## src/rtl/fvhsv_pkg.sv

```systemverilog
// ----------------------------------------------------------------------------
// fvhsv_pkg: shared types and constants of the flow-vector HSV color coder
// Holds the item structs, hue constants and the CORDIC arctangent table.
// ----------------------------------------------------------------------------
`default_nettype none
package fvhsv_pkg;
    localparam int FLOW_WIDTH_DEF = 16;
    localparam logic [15:0] MAX_FLOW_RESET = 16'd2560;
    localparam int HUE_W = 15;
    localparam int CORDIC_STEPS = 13;
    localparam logic [14:0] HUE_FULL = 15'd24576;
    localparam logic [14:0] HUE_HALF = 15'd12288;

    typedef struct packed {
        logic [7:0] red;
        logic [7:0] green;
        logic [7:0] blue;
    } fvhsv_out_t;

    // Controller to datapath commands
    typedef struct packed {
        logic load;
        logic cordic_step;
        logic sqrt_step;
        logic prep_div;
        logic div_step;
        logic measure_done;
        logic finish;
    } fvhsv_cmd_t;

    typedef struct packed {
        logic is_color;
    } fvhsv_sts_t;

    function automatic logic [11:0] atan_lut(input logic [3:0] i);
        logic [11:0] r;
        begin
            case (i)
                4'd0: r = 12'd3072;
                4'd1: r = 12'd1813;
                4'd2: r = 12'd958;
                4'd3: r = 12'd486;
                4'd4: r = 12'd244;
                4'd5: r = 12'd122;
                4'd6: r = 12'd61;
                4'd7: r = 12'd31;
                4'd8: r = 12'd15;
                4'd9: r = 12'd8;
                4'd10: r = 12'd4;
                4'd11: r = 12'd2;
                4'd12: r = 12'd1;
                default: r = 12'd0;
            endcase
            return r;
        end
    endfunction
endpackage
`default_nettype wire

```

## src/rtl/flow_vector_to_hsv_color_unit.sv

```systemverilog
// ----------------------------------------------------------------------------
// flow_vector_to_hsv_color_unit: optical flow vector to HSV color bytes
// One item at a time: the bit-pair square root runs beside the 13 CORDIC
// steps, then a setup state, then 36 restoring division steps for the two
// color fractions; a measure item ends in the setup state, and a color item
// waits for the output handshake. max_flow of zero selects the running
// maximum.
// ----------------------------------------------------------------------------
`default_nettype none
module flow_vector_to_hsv_color_unit
    import fvhsv_pkg::*;
#(
    parameter int FLOW_WIDTH = FLOW_WIDTH_DEF
) (
    input  wire logic                  aclk,
    input  wire logic                  aresetn,
    input  wire logic                  cfg_valid,
    output logic                       cfg_ready,
    input  wire logic [15:0]           cfg_data,
    input  wire logic                  s_valid,
    output logic                       s_ready,
    input  wire logic                  s_kind,
    input  wire logic                  s_frame_start,
    input  wire logic [FLOW_WIDTH-1:0] s_flow_u,
    input  wire logic [FLOW_WIDTH-1:0] s_flow_v,
    output logic                       m_valid,
    input  wire logic                  m_ready,
    output fvhsv_out_t                 m_data
);
    logic [15:0] max_flow_reg;
    fvhsv_cmd_t  cmd;
    fvhsv_sts_t  sts;
    logic [5:0]  step;

    assign cfg_ready = 1'b1;

    // Hold the full-scale register
    always_ff @(posedge aclk) begin
        if (!aresetn) begin
            max_flow_reg <= MAX_FLOW_RESET;
        end else if (cfg_valid) begin
            max_flow_reg <= cfg_data;
        end
    end

    fvhsv_ctrl #(.FLOW_WIDTH(FLOW_WIDTH)) u_ctrl (
        .aclk(aclk), .aresetn(aresetn), .s_valid(s_valid), .s_ready(s_ready),
        .m_valid(m_valid), .m_ready(m_ready), .sts(sts), .cmd(cmd), .step(step)
    );

    fvhsv_dp #(.FLOW_WIDTH(FLOW_WIDTH)) u_dp (
        .aclk(aclk), .aresetn(aresetn), .max_flow(max_flow_reg),
        .in_kind(s_kind), .in_fs(s_frame_start), .in_u(s_flow_u), .in_v(s_flow_v),
        .step(step), .cmd(cmd), .sts(sts), .result(m_data)
    );
endmodule
`default_nettype wire

```

## src/rtl/fvhsv_dp.sv

```systemverilog
// ----------------------------------------------------------------------------
// fvhsv_dp: datapath of the flow color coder
// Serial square root, CORDIC vectoring, serial division and byte mapping.
// ----------------------------------------------------------------------------
`default_nettype none
module fvhsv_dp
    import fvhsv_pkg::*;
#(
    parameter int FLOW_WIDTH = FLOW_WIDTH_DEF
) (
    input  wire logic                  aclk,
    input  wire logic                  aresetn,
    input  wire logic [15:0]           max_flow,
    input  wire logic                  in_kind,
    input  wire logic                  in_fs,
    input  wire logic [FLOW_WIDTH-1:0] in_u,
    input  wire logic [FLOW_WIDTH-1:0] in_v,
    input  wire logic [5:0]            step,
    input  wire fvhsv_cmd_t            cmd,
    output fvhsv_sts_t                 sts,
    output fvhsv_out_t                 result
);
    localparam int SQ_W   = 2 * FLOW_WIDTH + 2;  // sum of squares
    localparam int MAG_W  = FLOW_WIDTH + 1;
    localparam int MAGX_W = (MAG_W > 16) ? MAG_W : 17;
    localparam int CX_W   = FLOW_WIDTH + 20;     // cordic x/y width
    localparam int NUM_W  = 36;                  // dividend width

    logic                   kind_reg;
    logic                   fs_reg;
    logic [SQ_W-1:0]        rem_reg, rem_next;
    logic [MAG_W-1:0]       root_reg, root_next;
    logic signed [CX_W-1:0] x_reg, x_next, y_reg, y_next;
    logic signed [HUE_W+1:0] z_reg, z_next;
    logic [15:0]            run_max_reg, run_max_next;
    logic [2:0]             sector_reg;
    logic [NUM_W-1:0]       num_mb_reg, num_xb_reg;
    logic [29:0]            den_reg;
    logic [7:0]             q_mb_reg, q_xb_reg;
    logic [NUM_W-1:0]       rmb_reg, rxb_reg;
    logic                   white_reg;
    logic [FLOW_WIDTH-1:0]  au, av;
    logic [SQ_W-1:0]        trial;
    logic signed [CX_W-1:0] xs, ys;
    logic [HUE_W+1:0]       hue_raw;
    logic [HUE_W-1:0]       hue;
    logic [11:0]            f;
    logic [12:0]            t;
    logic [15:0]            m_sel, a_sel, d_ma;
    logic [NUM_W-1:0]       rmb_sh, rxb_sh, den_sh;
    logic [15:0]            mag_sat;
    logic [MAGX_W-1:0]      root_x;
    logic                   mag_big;
    logic [15:0]            mag16;

    assign sts.is_color = kind_reg;
    assign au = in_u[FLOW_WIDTH-1] ? FLOW_WIDTH'(-in_u) : in_u;
    assign av = in_v[FLOW_WIDTH-1] ? FLOW_WIDTH'(-in_v) : in_v;

    // Bit-pair square root trial: (4*root + 1) at the current bit pair
    assign trial = SQ_W'({root_reg, 2'b01}) << (2 * (MAG_W - 1 - int'(step)));

    // CORDIC shifted operands (arithmetic shift floors)
    assign xs = x_reg >>> step[3:0];
    assign ys = y_reg >>> step[3:0];

    // Hue wrap and sector split
    assign hue_raw = (z_reg < 0) ? (HUE_W+2)'(z_reg + $signed({2'b0, HUE_FULL}))
                   : (z_reg >= $signed({2'b0, HUE_FULL}))
                     ? (HUE_W+2)'(z_reg - $signed({2'b0, HUE_FULL})) : z_reg;
    assign hue = hue_raw[HUE_W-1:0];
    assign f = hue[11:0];
    assign t = hue[12] ? (13'd4096 - {1'b0, f}) : {1'b0, f};

    // Saturate the root to 16 bits and clamp it to the active maximum
    assign root_x = MAGX_W'(root_reg);
    assign mag_big = |root_x[MAGX_W-1:16];
    assign mag16 = mag_big ? 16'hFFFF : root_x[15:0];
    assign m_sel = (max_flow != 16'd0) ? max_flow : run_max_reg;
    assign mag_sat = (mag16 > m_sel) ? m_sel : mag16;
    assign a_sel = mag_sat;
    assign d_ma = m_sel - a_sel;

    // Restoring division: remainder shifts, subtract denominator
    assign rmb_sh = {rmb_reg[NUM_W-2:0], num_mb_reg[NUM_W-1]};
    assign rxb_sh = {rxb_reg[NUM_W-2:0], num_xb_reg[NUM_W-1]};
    assign den_sh = NUM_W'(den_reg);

    always_comb begin
        rem_next = rem_reg;
        root_next = root_reg;
        x_next = x_reg;
        y_next = y_reg;
        z_next = z_reg;
        run_max_next = run_max_reg;
        if (cmd.load) begin
            rem_next = SQ_W'(au) * SQ_W'(au) + SQ_W'(av) * SQ_W'(av);
            root_next = '0;
            x_next = in_u[FLOW_WIDTH-1]
                ? CX_W'($signed({1'b0, au})) <<< 16
                : CX_W'($signed({1'b0, in_u})) <<< 16;
            y_next = in_u[FLOW_WIDTH-1]
                ? (-(CX_W'($signed(in_v)))) <<< 16
                : CX_W'($signed(in_v)) <<< 16;
            z_next = in_u[FLOW_WIDTH-1] ? $signed({2'b0, HUE_HALF}) : '0;
        end
        if (cmd.cordic_step) begin
            if (y_reg > 0) begin
                x_next = x_reg + ys;
                y_next = y_reg - xs;
                z_next = z_reg + $signed({5'b0, atan_lut(step[3:0])});
            end else begin
                x_next = x_reg - ys;
                y_next = y_reg + xs;
                z_next = z_reg - $signed({5'b0, atan_lut(step[3:0])});
            end
        end
        if (cmd.sqrt_step) begin
            if (rem_reg >= trial) begin
                rem_next = rem_reg - trial;
                root_next = {root_reg[MAG_W-2:0], 1'b1};
            end else begin
                root_next = {root_reg[MAG_W-2:0], 1'b0};
            end
        end
        if (cmd.measure_done) begin
            if (fs_reg) begin
                run_max_next = mag16;
            end else if (mag16 > run_max_reg) begin
                run_max_next = mag16;
            end
        end
    end

    always_ff @(posedge aclk) begin
        if (!aresetn) begin
            run_max_reg <= '0;
        end else begin
            run_max_reg <= run_max_next;
        end
    end

    // Payload registers
    always_ff @(posedge aclk) begin
        rem_reg <= rem_next;
        root_reg <= root_next;
        x_reg <= x_next;
        y_reg <= y_next;
        z_reg <= z_next;
        if (cmd.load) begin
            kind_reg <= in_kind;
            fs_reg <= in_fs;
        end
        if (cmd.prep_div) begin
            sector_reg <= hue[14:12];
            white_reg <= (m_sel == 16'd0);
            num_mb_reg <= (NUM_W'(d_ma) * NUM_W'(255)) << 12;
            num_xb_reg <= NUM_W'({d_ma, 12'd0} + 28'(a_sel * t)) * NUM_W'(255);
            den_reg <= {m_sel, 12'd0} + 30'd0;
            rmb_reg <= '0;
            rxb_reg <= '0;
            q_mb_reg <= '0;
            q_xb_reg <= '0;
        end
        if (cmd.div_step) begin
            num_mb_reg <= num_mb_reg << 1;
            num_xb_reg <= num_xb_reg << 1;
            rmb_reg <= (rmb_sh >= den_sh) ? rmb_sh - den_sh : rmb_sh;
            rxb_reg <= (rxb_sh >= den_sh) ? rxb_sh - den_sh : rxb_sh;
            q_mb_reg <= {q_mb_reg[6:0], rmb_sh >= den_sh};
            q_xb_reg <= {q_xb_reg[6:0], rxb_sh >= den_sh};
        end
    end

    // Sector ordering of the three bytes
    always_comb begin
        case (sector_reg)
            3'd0: result = '{8'd255, q_xb_reg, q_mb_reg};
            3'd1: result = '{q_xb_reg, 8'd255, q_mb_reg};
            3'd2: result = '{q_mb_reg, 8'd255, q_xb_reg};
            3'd3: result = '{q_mb_reg, q_xb_reg, 8'd255};
            3'd4: result = '{q_xb_reg, q_mb_reg, 8'd255};
            default: result = '{8'd255, q_mb_reg, q_xb_reg};
        endcase
        if (white_reg) begin
            result = '{8'd255, 8'd255, 8'd255};
        end
    end
endmodule
`default_nettype wire

```

## src/rtl/fvhsv_ctrl.sv

```systemverilog
// ----------------------------------------------------------------------------
// fvhsv_ctrl: sequencer of the flow color coder
// Steps root and angle together, then, for a color item, the division and the output slot.
// ----------------------------------------------------------------------------
`default_nettype none
module fvhsv_ctrl
    import fvhsv_pkg::*;
#(
    parameter int FLOW_WIDTH = FLOW_WIDTH_DEF
) (
    input  wire logic       aclk,
    input  wire logic       aresetn,
    input  wire logic       s_valid,
    output logic            s_ready,
    output logic            m_valid,
    input  wire logic       m_ready,
    input  wire fvhsv_sts_t sts,
    output fvhsv_cmd_t      cmd,
    output logic [5:0]      step
);
    localparam logic [2:0] ST_IDLE = 3'd0;
    localparam logic [2:0] ST_ROOT = 3'd1;
    localparam logic [2:0] ST_PREP = 3'd2;
    localparam logic [2:0] ST_DIV  = 3'd3;
    localparam logic [2:0] ST_OUT  = 3'd4;
    localparam int ROOT_STEPS = FLOW_WIDTH + 1;
    localparam int SEQ_STEPS = (ROOT_STEPS > CORDIC_STEPS) ? ROOT_STEPS : CORDIC_STEPS;
    localparam logic [5:0] ROOT_LAST = 6'(SEQ_STEPS - 1);
    localparam int NUM_STEPS = 36;

    logic [2:0] state_reg, state_next;
    logic [5:0] step_reg, step_next;
    logic       valid_reg, valid_next;

    assign step = step_reg;
    assign m_valid = valid_reg;
    assign s_ready = (state_reg == ST_IDLE);

    always_comb begin
        state_next = state_reg;
        step_next = step_reg;
        valid_next = valid_reg;
        cmd = '0;
        case (state_reg)
            ST_IDLE: begin
                if (s_valid) begin
                    cmd.load = 1'b1;
                    step_next = '0;
                    state_next = ST_ROOT;
                end
            end
            ST_ROOT: begin
                cmd.sqrt_step = (step_reg < 6'(ROOT_STEPS));
                cmd.cordic_step = (step_reg < 6'(CORDIC_STEPS));
                step_next = step_reg + 6'd1;
                if (step_reg == ROOT_LAST) begin
                    state_next = ST_PREP;
                end
            end
            ST_PREP: begin
                if (sts.is_color) begin
                    cmd.prep_div = 1'b1;
                    step_next = '0;
                    state_next = ST_DIV;
                end else begin
                    cmd.measure_done = 1'b1;
                    state_next = ST_IDLE;
                end
            end
            ST_DIV: begin
                cmd.div_step = 1'b1;
                step_next = step_reg + 6'd1;
                if (step_reg == 6'(NUM_STEPS - 1)) begin
                    valid_next = 1'b1;
                    state_next = ST_OUT;
                end
            end
            ST_OUT: begin
                if (m_ready) begin
                    valid_next = 1'b0;
                    cmd.finish = 1'b1;
                    state_next = ST_IDLE;
                end
            end
            default: state_next = ST_IDLE;
        endcase
    end

    always_ff @(posedge aclk) begin
        if (!aresetn) begin
            state_reg <= ST_IDLE;
            step_reg <= '0;
            valid_reg <= 1'b0;
        end else begin
            state_reg <= state_next;
            step_reg <= step_next;
            valid_reg <= valid_next;
        end
    end
endmodule
`default_nettype wire

```

## config.mk

```make
export PLATFORM = sky130hd
export DESIGN_NAME = flow_vector_to_hsv_color_unit
export DESIGN_NICKNAME = d
export VERILOG_FILES = /design/src/rtl/fvhsv_pkg.sv /design/src/rtl/flow_vector_to_hsv_color_unit.sv /design/src/rtl/fvhsv_dp.sv /design/src/rtl/fvhsv_ctrl.sv
export SDC_FILE = /design/constraint.sdc
export NUM_CORES = 2
export LEC_CHECK = 0
export BUFFER_PORTS_ARGS = -buffer_cell sky130_fd_sc_hd__buf_2
export CAP_MARGIN = 10
export CORE_MARGIN = 4
export CORE_UTILIZATION = 55
export CTS_BUF_LIST = sky130_fd_sc_hd__clkbuf_8
export DETAILED_ROUTE_END_ITERATION = 8
export PLACE_DENSITY = 0.79
export SYNTH_ARGS = -nofsm -noshare
export SYNTH_HDL_FRONTEND = slang
export SYNTH_SLANG_ARGS = --single-unit
```

## constraint.sdc

```tcl
create_clock -name aclk -period 40.9 [get_ports aclk]
set_clock_uncertainty 0.1 [all_clocks]
set_input_delay 2.045 -clock aclk [delete_from_list [all_inputs] [get_ports aclk]]
set_output_delay 2.045 -clock aclk [all_outputs]
set_load 0.005 [all_outputs]
```

; ---- Word-level counts from Yosys, hierarchy flattened
; Memory sizes are Yosys's and may differ from the RTL's. A register that Yosys moved wholly into a read port is not among the register bits.
; Cells that the tools add are included.
[word_totals]
reg_bits = 350
inputBits = 55
wordCells = 163
n_memories = 2
latch_bits = 0
ram_bits = 0
rom_bits = 384
output_inout_bits = 27
[mem_list]
columns = name, words, word_bits, rd, rd_clocked_by_memory_dff, wr, line
row1 = (no name shown), 16, 12, 1, 1, 0, fvhsv_pkg.sv:38  ; case (i)
row2 = (no name shown), 16, 12, 1, 1, 0, fvhsv_pkg.sv:38
[op_classes]
bitwise_logic = 0
addsub = 20
order_cmp = 10
muxes = 70
n_reduce_logical = 15
n_eq_ne = 15
shift = 3
n_mul = 5
div_mod_pow = 0
[op_table]
columns = operator, count
row1 = two-way mux 36 bit, 11
row2 = two-way mux 35 bit, 5
row3 = case mux 24 bit (5 select lines), 1
row4 = two-way mux 16 bit, 7
row5 = two-way mux 34 bit, 3
row6 = two-way mux 17 bit, 5
row7 = adder 36 bit, 2
row8 = greater-or-equal comparator 36 x 28 -> 1 bit, 2
row9 = >>> shifter 36 x 4 -> 36 bit, 2
row10 = subtractor 36 bit, 2
row11 = subtractor 35 x 28 -> 35 bit, 2
row12 = multiplier 16 x 16 -> 32 bit, 2
row13 = two-way mux 12 bit, 4
row14 = greater-than comparator 36 x 1 -> 1 bit (second input constant), 1
row15 = multiplier 36 x 8 -> 36 bit (second input constant), 1
row16 = greater-or-equal comparator 34 bit, 1
row17 = left shift 19 x 32 -> 34 bit, 1
row18 = subtractor 34 bit, 1
row19 = adder 32 x 32 -> 33 bit, 1
row20 = greater-than comparator 16 bit, 2
row21 = two-way mux 32 bit, 1
row22 = negation 16 bit, 2
row23 = two-way mux 15 bit, 2
row24 = adder 28 x 28 -> 29 bit, 1
row25 = 43 further kinds, 76

; ---- Depth between registers and ports, before layout
[logic_depth]
word_depth = 10
depth_mapped = 62
depth_no_buf = 58

; ---- By module
; Synthesis repeated with hierarchy kept, for this count alone.
[hier_totals]
hier_cells = 6990
area_unflattened_um2 = 62272.2
[modules_own_cells]
columns = mod, n_inst, seq_area_each_um2, area_each_um2, cells_each
row1 = fvhsv_dp, 1, 9218.8, 60932.2, 6851
row2 = fvhsv_ctrl, 1, 200.2, 718.2, 86
row3 = flow_vector_to_hsv_color_unit, 1, 320.3, 621.8, 53

; ---- Worst setup path after synthesis
; Ideal clock, no wire load.
[synth_path]
kind = register to register
startpoint = register max_flow_reg[2]
endpoint = register u_dp.num_xb_reg[34], data pin
required_ns = 40.541
t_arrival_ns = 13.125
period_less_slack_ns = 13.484
stages_incl_launch_ff = 61
slack_ns = 27.416
n_path_buf = 4
setup_time_ns = 0.259
cell_sequence = dfxtp_1 nor4_1 and4_1 clkbuf_1 clkbuf_1 a21oi_1 ha_1 a21o_1 a21oi_1 nor2b_1 o31a_1 o21ai_1 clkbuf_1 clkbuf_1 o21a_1 inv_1 nor2_1 fa_1 (+25 left out) ha_1 a21o_1 ha_1 xor2_1 fa_1 inv_1 fa_1 inv_1 ha_1 a21o_1 a21oi_1 o21bai_1 a21o_1 a21o_1 nor3_1 a21oi_1 xor2_1 a22o_1
[synth_via]
elab_chain_len = 9
elab_cells_between_ends = 10
classes_between = add/sub (2) / mul (2) / order compare (1) / mux (4) / reduce/logical (1)
[synth_lines]
columns = element, line
row1 = start: declaration, flow_vector_to_hsv_color_unit.sv:30  ; logic [15:0] max_flow_reg;
row2 = start signal: assignment, flow_vector_to_hsv_color_unit.sv:42  ; max_flow_reg <= cfg_data;
row3 = nonzero test 16 bit, fvhsv_dp.sv:79  ; assign m_sel = (max_flow != 16'd0) ? max_flow : run_max_reg;
row4 = two-way mux 16 bit *, fvhsv_dp.sv:79
row5 = greater-than comparator 16 bit, fvhsv_dp.sv:80  ; assign mag_sat = (mag16 > m_sel) ? m_sel : mag16;
row6 = two-way mux 16 bit, fvhsv_dp.sv:80
row7 = multiplier 16 x 13 -> 28 bit or subtractor 16 bit (tied branches), "fvhsv_dp.sv:158, fvhsv_dp.sv:82"
row8 = adder 28 x 28 -> 29 bit *, fvhsv_dp.sv:158  ; num_xb_reg <= NUM_W'({d_ma, 12'd0} + 28'(a_sel * t)) * NUM_W'(255);
row9 = multiplier 36 x 8 -> 36 bit *, fvhsv_dp.sv:158
row10 = two-way mux 36 bit *, fvhsv_dp.sv:154  ; if (cmd.prep_div) begin
row11 = two-way mux 36 bit *, fvhsv_dp.sv:165  ; if (cmd.div_step) begin
row12 = end signal: assignment, fvhsv_dp.sv:158
row13 = end signal: assignment, fvhsv_dp.sv:167  ; num_xb_reg <= num_xb_reg << 1;
row14 = end: declaration, fvhsv_dp.sv:37  ; logic [NUM_W-1:0] num_mb_reg, num_xb_reg;
; Every way passes the cells marked *; elsewhere a longest branch is shown, timed or not. The select of a mux whose other input is x is not followed.
; A chain may end at the register's enable or synchronous reset.

; ---- Worst setup path in the final report
[layout_path]
startpoint = register max_flow_reg[15]
endpoint = register u_dp.num_xb_reg[35], data pin
; Same word-level chain as after synthesis.

==> results.yml <==
status:
  status: "finished, final reports clean"
clock_network:
  post_cts_resized: 0
  cts-hold-fix-buffers: 0
  numClockSinks: 362
  cts_setup_buffers: 0
  insertion_delay_ns: 0.75
  cts_tree: "yes"
  cts_root_buffer: "clkbuf_8"
  cts.htree.levels: 3
  cts_buffer_depth: 3
  clkTransAtPathRegs_ns: 0.08
  cts_buffers: 69
logic_synthesis:
  netlist_instances: 6765
  syn_avg_cell_area_um2: 8.97
  ys.flop_type: "edfxtp_1"
  synth_edf_count: 273
  yosys.area_share.simple_pct: 13.9
  synth_compound_area_share_pct: 12.6
  synth-seq-cells: 362
  yosysSeqAreaShare_pct: 16.4
  yosys_warnings: 0
  synth_adder_area_share_pct: 36.5
  ys_types: 93
  synth_top_family_by_area: "adder cells"
  netlist_area_um2: 60700
  async_flop_share_pct: 0
  synth-xor-area-share_pct: 6.38
  muxShareOfSynthArea_pct: 5.70
routing:
  wl_per_cell_um: 18.9
  drt_iter0_markers: 4159
  drc: 0
  first_pass_iters: 8
  dr_total_vias: 48800
  vias_per_cell: 5.86
  ant_nets: 0
  wl_um: 157000
sta:
  rsz0062_at_grt: "no"
  drv_slew: 0
  finalSetupViolCount: 0
  final-hold-violation-count: 0
  fmax_ghz: 0.0685
  fin_crit_ns: 14.60
  relSlewSlack_pct: 12.2
  setup_ws_ns: 26.30
  setup_tns_ns: 0
  worst_pin_slew_ns: 1.31
  post-route-period-util_pct: 35.7
floorplan:
  die_area_um2: 116000
  num_rows: 121
  core_um2: 109000
  die_w_um: 340
  start_util_pct: 55.6
  fp.dieH_um: 340
  design.portCount: 82
setup_path:
  cp-end-kind: "flip-flop"
  cp.arrival_ns: 14.99
  crit_required_ns: 41.29
  slowest_delay_ns: 0.65
  start_kind: "flip-flop"
  critical_path_class: "reg2reg"
  worst_path_max_delay_cell: "xor2_1"
  crit_start: "max_flow_reg[15]$_SDFFE_PN0P_"
  worst-path-max-fanout: 32
  r2r_start: "max_flow_reg[15]$_SDFFE_PN0P_"
place:
  dp_slack_ns: 26.50
  dp_hpwl_um: 127000
  gp_congestion: 0.990
  numPortBuffers: 80
global_routing:
  grt_max_degree: 93
  grt_pass1_vias: 48600
  antenna_found_initial: 7
  track_usage_pct: 27.1
  grt_pass1_wl_um: 254000
  grt_remaining_overflow: 0
job:
  cap_violations: 0
layout:
  area_delta_synth_final_pct: 5.76
  drive_above_1_share_pct: 6.93
  nets: 8169
worst_hold_path:
  hold_class: "reg2reg"
  hp-start: "u_dp.rem_reg[30]$_DFF_P_"
layout make-up:
class,count,area (um^2)
sequential,362,9990
inverter,1115,4190
clock buffer,85,1170
antenna,7,17.5
fill,9299,45000
tap,1476,1850
multi-input combinational,5080,45700
clock inverter,40,265
timing repair buffer,154,956
kinds of logic (layout without fill, tap and decap cells):
kind of cell / count (synthesis) / in the layout
AOI/OAI and AO/OA: 1204 / 1204
xor gates and xnor gates: 442 / 442
adders and majority gates: 1334 / 1334
buffers and inverters: 1335 / 1394
DFF: 362 / 362
muxes: 238 / 238
other: 2 / 21
and+or+nand+nor: 1848 / 1848
metrics by stage:
step	util [%]	std cells	instance area, um^2	hold slack [ns]
floorplan	-	6777	60700	0.347
global placement	57.5	8185	62700	0.365
detailed placement	57.5	8185	62700	0.369
CTS	58.8	8310	64100	0.378
global route	58.8	8314	64200	0.403
finish	58.8	8319	64200	0.381
cell usage after synthesis (9+ instances only):
master / n / share of area, %
o21a_1: 49 / 0.61
nand2_1: 623 / 3.9
a311oi_1: 10 / 0.14
a31oi_1: 46 / 0.47
mux4_2: 82 / 3.0
clkbuf_1: 169 / 1.0
mux2_2: 36 / 0.67
fa_1: 730 / 24
o21bai_1: 38 / 0.47
xor2_1: 196 / 2.8
o41ai_1: 10 / 0.14
nor2b_1: 58 / 0.60
dfxtp_1: 89 / 2.9
a22o_1: 10 / 0.14
a21boi_0: 15 / 0.19
ha_1: 602 / 12
or2_2: 36 / 0.37
nand2b_1: 92 / 0.95
inv_2: 11 / 0.068
mux2i_1: 118 / 1.9
nor2_1: 601 / 3.7
buf_1: 18 / 0.11
nor4_1: 29 / 0.30
o21ai_0: 280 / 2.3
inv_1: 1090 / 6.7
o22ai_1: 20 / 0.21
and2_1: 59 / 0.61
edfxtp_1: 273 / 14
nand4_1: 37 / 0.38
a211oi_1: 60 / 0.74
buf_2: 23 / 0.19
xnor2_1: 246 / 3.6
a31o_2: 9 / 0.13
o211ai_1: 28 / 0.35
nor3_1: 86 / 0.71
o32ai_1: 10 / 0.14
and3_1: 98 / 1.0
o31ai_1: 30 / 0.37
nand3_1: 56 / 0.46
clkinv_1: 14 / 0.087
a21o_1: 156 / 1.9
or3_1: 29 / 0.30
a21oi_1: 328 / 2.7
a41oi_1: 11 / 0.16
cells in the final DEF, fill, tap and decap left out, types with 92 or more instances in the layout:
cell      instances
a21oi_1         327
ha_1            602
xnor2_1         243
edfxtp_1        273
nand2b_1         92
mux2i_1         117
xor2_1          196
nand2_1         620
and3_1           98
fa_1            730
a21o_1          156
inv_1          1108
nor2_1          600
o21ai_0         278
path summary, 6_finish.rpt:
| check | endpoint | slack [ns] | cells past startpoint |
|---|---|---|---|
| hold reg to reg | u_dp.rem_reg[30]$_DFF_P_ | 0.38 | 2 |
| setup / recovery | u_dp.num_xb_reg[35]$_DFFE_PP_ | 26.30 | 54 |
| hold / removal | u_dp.rem_reg[30]$_DFF_P_ | 0.38 | 2 |
| setup reg to reg | u_dp.num_xb_reg[35]$_DFFE_PP_ | 26.30 | 54 |
per-layer routing:
metal / routed length [um] / vias up / part of all wire (%) / GRT usage, %
met3: 13900 / 343 / 8.9 / 5.23
met5: 30 / - / 0.019 / 0
li1: - / 22600 / - / -
met2: 72100 / 2019 / 46 / 43.8
met1: 65700 / 23800 / 42 / 36.8
met4: 5480 / 4 / 3.5 / 8.70
critical path, delay by kind of cell (launching register included):
family	cells	cell delay (ns)
adders and majority gates	14	5.69
AOI/OAI and AO/OA	21	4.48
and+or+nand+nor	5	1.46
xor gates and xnor gates	5	1.32
buffers and inverters	9	0.97
DFF	1	0.33
Power is left out: the tool's default activity adds up to more than one toggle a clock period on the data nets, which glitch-free logic cannot reach.
